===== config.mk =====
export PLATFORM = sky130hd
export DESIGN_NAME = midpoint_line_raster
export DESIGN_NICKNAME = d
export VERILOG_FILES = /design/src/rtl/mlr_pkg.sv /design/src/rtl/mlr_front.sv /design/src/rtl/mlr_fifo.sv /design/src/rtl/mlr_back.sv /design/src/rtl/midpoint_line_raster.sv
export SDC_FILE = /design/constraint.sdc
export NUM_CORES = 1
export LEC_CHECK = 0
export BUFFER_PORTS_ARGS = -buffer_cell sky130_fd_sc_hd__buf_2
export CELL_PAD_IN_SITES_DETAIL_PLACEMENT = 0
export CELL_PAD_IN_SITES_GLOBAL_PLACEMENT = 1
export CORE_AREA = 3 3 131 133
export CTS_BUF_LIST = sky130_fd_sc_hd__clkbuf_8 sky130_fd_sc_hd__clkbuf_16
export DETAILED_ROUTE_END_ITERATION = 7
export DIE_AREA = 0 0 134 136
export PLACE_DENSITY_LB_ADDON = 0.1
export SLEW_MARGIN = 20
export SYNTH_ARGS = -nofsm -noshare
export SYNTH_HDL_FRONTEND = slang
export SYNTH_SLANG_ARGS = --single-unit

===== constraint.sdc =====
create_clock -name clk -period 3.6 [get_ports clk]
set_input_delay 0.18 -clock clk [delete_from_list [all_inputs] [get_ports clk]]
set_output_delay 0.18 -clock clk [all_outputs]
set_load 0.02 [all_outputs]

===== src/rtl/mlr_pkg.sv =====
// Package: coordinate widths, segment descriptor type and step helper for the line rasterizer.
package mlr_pkg;

	// Tile coordinate width; coordinate, pixel count and decision variable widths follow from it
	localparam int COORD_BITS = 6;
	// Decision variable width: holds +/- twice the largest major length
	localparam int DW = COORD_BITS + 3;
	// Segment queue depth, pointer width and fill count width
	localparam int QDEPTH = 2;
	localparam int QAW = (QDEPTH > 1) ? $clog2(QDEPTH) : 1;
	localparam int QCW = $clog2(QDEPTH + 1);

	typedef logic [COORD_BITS-1:0] coord_t;
	typedef logic signed [DW-1:0] dvar_t;

	// Classified segment: start point, axis lengths and step directions
	typedef struct packed {
		coord_t x0;
		coord_t y0;
		coord_t major;
		coord_t minor;
		logic   y_major;
		logic   x_neg;
		logic   y_neg;
	} seg_t;

	// Move one coordinate by one pixel, wrapping within the tile
	function automatic coord_t coord_step(input coord_t c, input logic neg);
		coord_t r;
		r = neg ? (c - coord_t'(1)) : (c + coord_t'(1));
		return r;
	endfunction

endpackage


===== src/rtl/mlr_front.sv =====
// Front end: accepts segments, sorts them into zone form and pushes descriptors to the queue.
module mlr_front (
	input  logic                  in_valid,
	output logic                  in_ready,
	input  mlr_pkg::coord_t       x_start,
	input  mlr_pkg::coord_t       y_start,
	input  mlr_pkg::coord_t       x_end,
	input  mlr_pkg::coord_t       y_end,
	input  logic                  q_full,
	output logic                  q_push,
	output mlr_pkg::seg_t         q_wdata
);
	import mlr_pkg::*;

	logic signed [COORD_BITS:0] dx;
	logic signed [COORD_BITS:0] dy;
	logic signed [COORD_BITS:0] dx_abs;
	logic signed [COORD_BITS:0] dy_abs;
	coord_t adx;
	coord_t ady;
	logic   y_major;

	// Take a word whenever the queue has room
	assign in_ready = !q_full;
	assign q_push   = in_valid && !q_full;

	// Form signed deltas and their magnitudes
	always_comb begin
		dx      = $signed({1'b0, x_end}) - $signed({1'b0, x_start});
		dy      = $signed({1'b0, y_end}) - $signed({1'b0, y_start});
		dx_abs  = dx[COORD_BITS] ? -dx : dx;
		dy_abs  = dy[COORD_BITS] ? -dy : dy;
		adx     = dx_abs[COORD_BITS-1:0];
		ady     = dy_abs[COORD_BITS-1:0];
		y_major = ady > adx;
	end

	// Pack the zone: major axis choice plus the sign of each delta
	always_comb begin
		q_wdata.x0      = x_start;
		q_wdata.y0      = y_start;
		q_wdata.major   = y_major ? ady : adx;
		q_wdata.minor   = y_major ? adx : ady;
		q_wdata.y_major = y_major;
		q_wdata.x_neg   = dx[COORD_BITS];
		q_wdata.y_neg   = dy[COORD_BITS];
	end

endmodule


===== src/rtl/mlr_fifo.sv =====
// Short descriptor queue between the classifier and the pixel stepper.
module mlr_fifo (
	input  logic          clk,
	input  logic          arst_n,
	input  logic          push,
	input  mlr_pkg::seg_t wdata,
	output logic          full,
	input  logic          pop,
	output logic          nonempty,
	output mlr_pkg::seg_t rdata
);
	import mlr_pkg::*;

	seg_t             mem_q [QDEPTH];
	logic [QAW-1:0]   wr_ptr_q;
	logic [QAW-1:0]   rd_ptr_q;
	logic [QCW-1:0]   count_q;

	assign full     = count_q == QCW'(QDEPTH);
	assign nonempty = count_q != '0;
	assign rdata    = mem_q[rd_ptr_q];

	// Advance pointers and fill count
	always_ff @(posedge clk or negedge arst_n) begin
		if (!arst_n) begin
			wr_ptr_q <= '0;
			rd_ptr_q <= '0;
			count_q  <= '0;
		end else begin
			if (push) begin
				wr_ptr_q <= (wr_ptr_q == QAW'(QDEPTH - 1)) ? '0 : wr_ptr_q + 1'b1;
			end
			if (pop) begin
				rd_ptr_q <= (rd_ptr_q == QAW'(QDEPTH - 1)) ? '0 : rd_ptr_q + 1'b1;
			end
			if (push && !pop) begin
				count_q <= count_q + 1'b1;
			end else if (pop && !push) begin
				count_q <= count_q - 1'b1;
			end
		end
	end

	// Hold the descriptor words
	always_ff @(posedge clk) begin
		if (push) begin
			mem_q[wr_ptr_q] <= wdata;
		end
	end

`ifndef ASSERT_OFF
	a_no_overflow: assert property (@(posedge clk) disable iff (!arst_n)
		push |-> (!full || pop))
		else $error("queue written while full");
	a_no_underflow: assert property (@(posedge clk) disable iff (!arst_n)
		pop |-> nonempty)
		else $error("queue read while empty");
	a_count_range: assert property (@(posedge clk) disable iff (!arst_n)
		count_q <= QCW'(QDEPTH))
		else $error("queue fill count out of range");
`endif

endmodule


===== src/rtl/mlr_back.sv =====
// Back end: steps the midpoint decision variable and emits one pixel word per cycle while out_ready is high.
module mlr_back (
	input  logic            clk,
	input  logic            arst_n,
	input  logic            q_nonempty,
	input  mlr_pkg::seg_t   q_rdata,
	output logic            q_pop,
	output logic            out_valid,
	input  logic            out_ready,
	output mlr_pkg::coord_t pixel_x,
	output mlr_pkg::coord_t pixel_y,
	output logic            last_pixel
);
	import mlr_pkg::*;

	logic   busy_q;
	logic   out_valid_q;
	seg_t   seg_q;
	coord_t x_q;
	coord_t y_q;
	coord_t cnt_q;
	dvar_t  d_q;
	coord_t pix_x_q;
	coord_t pix_y_q;
	logic   pix_last_q;

	logic   emit;
	logic   emit_last;
	logic   step_minor;
	dvar_t  tw_major;
	dvar_t  tw_minor;
	dvar_t  d_init;
	dvar_t  d_next;

	// Emit when the output register is free or being drained
	assign emit      = busy_q && (!out_valid_q || out_ready);
	assign emit_last = emit && (cnt_q == '0);
	assign q_pop     = q_nonempty && (!busy_q || emit_last);

	assign out_valid  = out_valid_q;
	assign pixel_x    = pix_x_q;
	assign pixel_y    = pix_y_q;
	assign last_pixel = pix_last_q;

	// Decision variable update
	always_comb begin
		tw_major   = $signed({2'b00, seg_q.major, 1'b0});
		tw_minor   = $signed({2'b00, seg_q.minor, 1'b0});
		d_init     = $signed({2'b00, q_rdata.minor, 1'b0})
		           - $signed({3'b000, q_rdata.major});
		step_minor = d_q > 0;
		d_next     = d_q + tw_minor - (step_minor ? tw_major : dvar_t'(0));
	end

	// Track segment and output register occupancy
	always_ff @(posedge clk or negedge arst_n) begin
		if (!arst_n) begin
			busy_q      <= 1'b0;
			out_valid_q <= 1'b0;
		end else begin
			if (q_pop) begin
				busy_q <= 1'b1;
			end else if (emit_last) begin
				busy_q <= 1'b0;
			end
			if (emit) begin
				out_valid_q <= 1'b1;
			end else if (out_ready) begin
				out_valid_q <= 1'b0;
			end
		end
	end

	// Load a new segment or advance along the current one
	always_ff @(posedge clk) begin
		if (q_pop) begin
			seg_q <= q_rdata;
			x_q   <= q_rdata.x0;
			y_q   <= q_rdata.y0;
			cnt_q <= q_rdata.major;
			d_q   <= d_init;
		end else if (emit) begin
			cnt_q <= cnt_q - 1'b1;
			d_q   <= d_next;
			if (seg_q.y_major) begin
				y_q <= coord_step(y_q, seg_q.y_neg);
				if (step_minor) begin
					x_q <= coord_step(x_q, seg_q.x_neg);
				end
			end else begin
				x_q <= coord_step(x_q, seg_q.x_neg);
				if (step_minor) begin
					y_q <= coord_step(y_q, seg_q.y_neg);
				end
			end
		end
	end

	// Capture the pixel word
	always_ff @(posedge clk) begin
		if (emit) begin
			pix_x_q    <= x_q;
			pix_y_q    <= y_q;
			pix_last_q <= cnt_q == '0;
		end
	end

`ifndef ASSERT_OFF
	a_pop_when_free: assert property (@(posedge clk) disable iff (!arst_n)
		q_pop |-> (!busy_q || emit_last))
		else $error("segment loaded while another is in progress");
	a_stay_busy: assert property (@(posedge clk) disable iff (!arst_n)
		(emit && !emit_last) |=> busy_q)
		else $error("segment dropped before its last pixel");
	a_d_bound: assert property (@(posedge clk) disable iff (!arst_n)
		busy_q |-> (d_q <= tw_minor && d_q > -tw_major - dvar_t'(1)))
		else $error("decision variable out of range");
	a_last_ends: assert property (@(posedge clk) disable iff (!arst_n)
		(emit_last && !q_pop) |=> !busy_q)
		else $error("stepper still busy after last pixel");
`endif

endmodule


===== src/rtl/midpoint_line_raster.sv =====
// Top level: midpoint line rasterizer, classifier front end, queue and pixel stepper.
//
//   channel  handshake             payload
//   in       in_valid / in_ready   x_start, y_start, x_end, y_end
//   out      out_valid / out_ready pixel_x, pixel_y, last_pixel
//
// A segment yields max(|dx|,|dy|)+1 pixel words, one per cycle from the stepper while out_ready is high.
// The stepper loads the next segment in the cycle of the previous last pixel.
// The front end classifies combinationally and takes segments while the two-entry
// queue has room, so up to two segments wait behind the one being drawn.
// Reset (arst_n low) empties the queue and the output register.
// A stalled out_ready holds the stepper; the front end keeps filling the queue.
module midpoint_line_raster (
	input  logic            clk,
	input  logic            arst_n,
	input  logic            in_valid,
	output logic            in_ready,
	input  mlr_pkg::coord_t x_start,
	input  mlr_pkg::coord_t y_start,
	input  mlr_pkg::coord_t x_end,
	input  mlr_pkg::coord_t y_end,
	output logic            out_valid,
	input  logic            out_ready,
	output mlr_pkg::coord_t pixel_x,
	output mlr_pkg::coord_t pixel_y,
	output logic            last_pixel
);
	import mlr_pkg::*;

	logic q_push;
	logic q_full;
	logic q_pop;
	logic q_nonempty;
	seg_t q_wdata;
	seg_t q_rdata;

	// Classify incoming segments
	mlr_front u_front (
		.in_valid (in_valid),
		.in_ready (in_ready),
		.x_start  (x_start),
		.y_start  (y_start),
		.x_end    (x_end),
		.y_end    (y_end),
		.q_full   (q_full),
		.q_push   (q_push),
		.q_wdata  (q_wdata)
	);

	// Buffer classified segments
	mlr_fifo u_fifo (
		.clk      (clk),
		.arst_n   (arst_n),
		.push     (q_push),
		.wdata    (q_wdata),
		.full     (q_full),
		.pop      (q_pop),
		.nonempty (q_nonempty),
		.rdata    (q_rdata)
	);

	// Step out pixels
	mlr_back u_back (
		.clk        (clk),
		.arst_n     (arst_n),
		.q_nonempty (q_nonempty),
		.q_rdata    (q_rdata),
		.q_pop      (q_pop),
		.out_valid  (out_valid),
		.out_ready  (out_ready),
		.pixel_x    (pixel_x),
		.pixel_y    (pixel_y),
		.last_pixel (last_pixel)
	);

endmodule


# [Word level (Yosys, flattened, before mapping)]
# Memory sizes are Yosys's and may differ from the RTL's.
# Index checks and enable logic that the tools add are counted.
[classes] reduce_logical=22 mux=29 magnitude_cmp=2 add_sub_neg=16 eq_ne=2
[op_table] operator="$mux W6" count=16
[op_table] operator="$mux W9" count=2
[op_table] operator="$sub A6 B1 Y6 const B" count=3
[op_table] operator="$sub A6 B6 Y7" count=2
[op_table] operator="$add A6 B1 Y6 const B" count=2
[op_table] operator="$neg A6 Y6" count=2
[op_table] operator="$reduce_bool A2 Y1" count=5
[op_table] operator="$add A9 B8 Y9" count=1
[op_table] operator="$gt A9 B1 Y1 const B" count=1
[op_table] operator="$sub A9 B9 Y9" count=1
[op_table] operator="$mux W1" count=8
[op_table] operator="$sub A7 B6 Y8" count=1
[op_table] operator="$mux W7" count=1
[op_table] operator="$gt A6 B6 Y1" count=1
[op_table] operator="$logic_and A1 B1 Y1" count=6
[op_table] operator="$logic_not A6 Y1" count=1
[op_table] operator="$logic_not A1 Y1" count=5
[op_table] operator="$mux W2" count=2
[op_table] operator="$reduce_and A2 Y1" count=2
[op_table] operator="$ne A3 B3 Y1 const B" count=1
[op_table] operator="$reduce_bool A3 Y1" count=1
[op_table] operator="$add A1 B1 Y1 const B" count=2
[op_table] operator="$add A2 B1 Y2 const B" count=1
[op_table] operator="$eq A2 B2 Y1 const B" count=1
[op_table] operator="2 further kinds" count=3
[totals] out_inout_bits=15 elab_cells=89 register_bits=61 inputBits=28 mem_bits_rw=54 n_memories=1
[memory_table] memory="u_fifo.mem_q" depth=2 word_bits=27 rd=1 rd_clocked_by_memory_dff=0 write_ports=1 line_no="mlr_fifo.sv:14" source="seg_t mem_q [QDEPTH];"

# [Depth between registers and ports, before layout]
[depth] depth_word=9 ltp_mapped=17 depth_no_buf=16

# [Hierarchy]
# From an unflattened synthesis, not the netlist that was laid out.
[unflattened] cells_unflattened=547 area_unflattened_um2=6707.7
[by_module_without_submodules] mod="mlr_back" seq_area_each_um2=1701.6 area_each_um2=3290.7 cells_each=291 instances=1
[by_module_without_submodules] mod="mlr_fifo" seq_area_each_um2=1721.7 area_each_um2=2237.1 cells_each=100 instances=1
[by_module_without_submodules] mod="mlr_front" seq_area_each_um2=0.0 area_each_um2=1179.9 cells_each=156 instances=1

# [Least setup slack after synthesis]
# Ideal clock, no wire load.
[synth_path] path_type="input to register" from="input y_end[0]" to="memory u_fifo.mem_q[0][6] (netlist bit) (data pin)" path_buffers=1 stages=13 t_required_ns=3.327 setup_time_ns=0.273 arrival_time_ns=3.180 slack_ns=0.148 cell_sequence="inv_1 -> ha_1 -> fa_1 -> xor2_1 -> o211ai_2 -> and3_1 -> or4_4 -> ha_1 -> and3_1 -> a221oi_1 -> a41oi_1 -> buf_2 -> mux2i_1"
[synth_lines] element="from (decl)" line_no="midpoint_line_raster.sv:21" source="input mlr_pkg::coord_t y_end,"
[synth_lines] element="to (decl)" line_no="mlr_fifo.sv:14"

==> metrics.yaml <==
power:
  p_per_area_nw_per_um2: 819.4
  p_leak_nw: 3.298
  peakVddDrop_mv: 0.3680
  total_power_w: 0.006416
cts:
  clk_path_buf_depth: 2
  htreeDepth: 4
  clk_latency_ns: 0.41
  cts_root_buffer: "clkbuf_16"
  numCtsBuffers: 17
  cts_tree: "built"
  path_clk_slew_ns: 0.05
  cts_sinks: 115
placed_design:
  place_ws_ns: -0.1655
  placed_area_um2: 7041
  io_buffers: 42
  hpwl_mm: 9.669
  globalplace.congestion: 0.7873
critical_path:
  timing_worst_setup_path_type: "primary input to register"
  critPathArrivalTime_ns: 3.63
  end_kind: "register"
  start_kind: "primary input"
  cpPeakStageDelay_ns: 0.55
  crit_chain: "dlygate4sd3_1 > buf_2 > inv_1 > ha_1 > and3b_2 > o211ai_2 > and3_1 > or4_4 > ha_1 > and3_1 > a221oi_2 > a41oi_2 > buf_6 > mux2i_2"
  r2r_start: "u_back.d_q[6]"
  worstPathRequired_ns: 3.74
  timing.critical_path.from: "y_start[3]"
  worst-path-max-fanout: 8
  slowest_stage: "or4_4"
route:
  drtPass1Iterations: 4
  drt_first_iter_violations: 182
  post_drt_via_cell_ratio: 4.785
  ant_nets: 0
  vias: 4058
  drc: 0
  wire_per_inst_um: 15.18
  routed_wl_mm: 12.87
sta:
  maxSlewViolCount: 0
  tightest_slew_ns: 1.027
  relSlewSlack: 0.3080
  fmax_mhz: 286.9
  finalHoldViolCount: 0
  min_period_ns: 3.486
  setup_violations: 0
  fin_skew_ns: 0.007719
  period_share: 0.9683
  worst_slack_ns: 0.1140
logic_synthesis:
  syn_inst: 528
  synthArstFlopShare: 0.05217
  yosysSeqAreaShare: 0.5355
  synthMuxAreaShare: 0.05989
  synthAdderAreaFrac: 0.1198
  yosysTopAreaCell: "edfxtp_1"
  synth_nets: 610
  yosys_warnings: 0
  synth_cell_types: 52
  synth_compound_area_frac: 0.09924
  ys_ff_latch: 115
  syn_area_um2: 6392
  syn_area_per_cell_um2: 12.11
  synth_top_area_frac: 0.5120
  synthSimpleGateAreaFrac: 0.08338
  synth_top_family_by_area: "adder cells"
  yosys-top-cells-count: "edfxtp_1 (109), inv_1 (77), ha_1 (42)"
  yosys_most_used_dff: "edfxtp_1"
  synth_enable_flop_cells: 109
  yosys.cell_count.top_type: "edfxtp_1"
  synthTopCellsByArea: "edfxtp_1 (51%), ha_1 (8.2%), inv_1 (4.5%)"
  synthXorXnorAreaFrac: 0.04932
layout:
  fin_nets: 701
  diodes: 0
  fin_area_um2: 7830
  layout-drive-gt1-share: 0.2278
  syn2layout_area_growth_pct: 22.49
grt:
  track_usage: 0.1474
  grt_pass1_vias: 4086
  grt_max_degree: 30
  grt_first_pass_wirelength_mm: 20.61
  antenna_found_initial: 0
  grt-ovfl-total: 0
die:
  dieArea_um2: 18220
  die_w_um: 134
  num_io_pins: 43
  core_um2: 15940
  die_h_um: 136
  row_count: 46
  initial_core_util: 0.4010
hold_path:
  hp-class: "primary input to register"
  min_from: "x_start[1]"
job:
  cap_violations: 0
run_status:
  status: "completed"
per-stage QoR:
step / utilization / TNS [ns] / instances / hold slack, ns
finish: 0.4911 / 0 / 848 / 0.01971
CTS: 0.4823 / 0 / 844 / 0.01018
floorplan: - / 0 / 528 / -0.1156
detailed placement: 0.4416 / -3.368 / 803 / 0.03052
global route: 0.4911 / -0.08553 / 848 / 0.02654
global placement: 0.4416 / -0.9245 / 803 / 0.02745
area by class of cell:
class | count | area (µm²)
well taps | 216 | 270.3
multi-input cells | 324 | 2736
repair buffers | 83 | 548.0
clock buffers | 17 | 425.4
flip-flops and latches | 115 | 3423
fillers | 1464 | 8113
inverters | 78 | 292.8
clock inverters | 15 | 133.9
report_power, final:
part	internal [W]	total (W)	switching (W)	leakage, nW
Clock	0.000952	0.00156	0.000603	0.272
Sequential	0.00203	0.00219	0.000163	1.09
Combinational	0.00122	0.00267	0.00145	1.93
Total	0.00420	0.00642	0.00221	3.30
per-layer routing:
metal,track usage,part of all wire,vias up
li1,-,-,2062
met1,0.1928,0.48,1920
met2,0.2409,0.48,61
met3,0.02924,0.028,15
met4,0.06114,0.015,0
met5,0,0,-
path summary, 6_finish.rpt:
path                            slack [ns]             endpoint  cells after the start
worst max-delay path                  0.11   u_fifo.mem_q[1][9]                     14
max in group asynchronous             3.29      u_fifo.wr_ptr_q                      2
worst min-delay path                  0.02  u_fifo.mem_q[0][22]                      1
worst min register to register        0.46    u_back.pixel_x[3]                      0
worst max register to register        0.30        u_back.d_q[7]                     12
min in group asynchronous             0.15     u_back.out_valid                      2
kinds of logic after synthesis:
kind of cell,count (synthesis)
adder cells (fa/ha/maj),54
buffers and inverters,89
flip-flops,115
AO/OA/AOI/OAI,97
AND/OR/NAND/NOR,100
XOR/XNOR,36
multiplexers,37
timing repair:
action	in CTS	in global routing
setup buffers	0	4
endpoints found under the setup margin	0	26
hold endpoints to repair	22	0
resized for setup	0	25
hold buffers	9	0
critical path, delay by kind of cell:
kind,cells,cell delay [ns]
AND/OR/NAND/NOR,4,1.22
buffers and inverters,4,0.92
AO/OA/AOI/OAI,3,0.52
multiplexers,1,0.15
adder cells (fa/ha/maj),2,0.65
registers in the layout, indices dropped and copies added, names as in the netlist, 2 cells and up:
register	count
u_back.x_q	6
u_fifo.count_q	2
u_back.cnt_q	6
u_back.pixel_y	6
u_back.pixel_x	6
u_fifo.mem_q	54
u_back.seg_q	15
u_back.d_q	9
u_back.y_q	6
layout by cell type, fill, tap and decap left out, types with 7 or more instances in the layout:
cell | netlist | routed
mux2i_2 | 0 | 7
dlygate4sd3_1 | 0 | 9
ha_1 | 42 | 39
inv_1 | 77 | 76
nand2_1 | 22 | 22
xor2_1 | 11 | 11
buf_2 | 3 | 42
nor2_1 | 20 | 17
xnor2_1 | 25 | 24
fa_1 | 12 | 12
clkbuf_16 | 0 | 17
edfxtp_1 | 109 | 109
a21o_1 | 13 | 13
a211oi_1 | 8 | 8
a21oi_1 | 32 | 31
nor2b_1 | 13 | 13
o21ai_0 | 18 | 17
buf_4 | 0 | 30
mux2_2 | 10 | 10
mux2i_1 | 27 | 20
No activity file was read; power rests on OpenSTA's default activity.
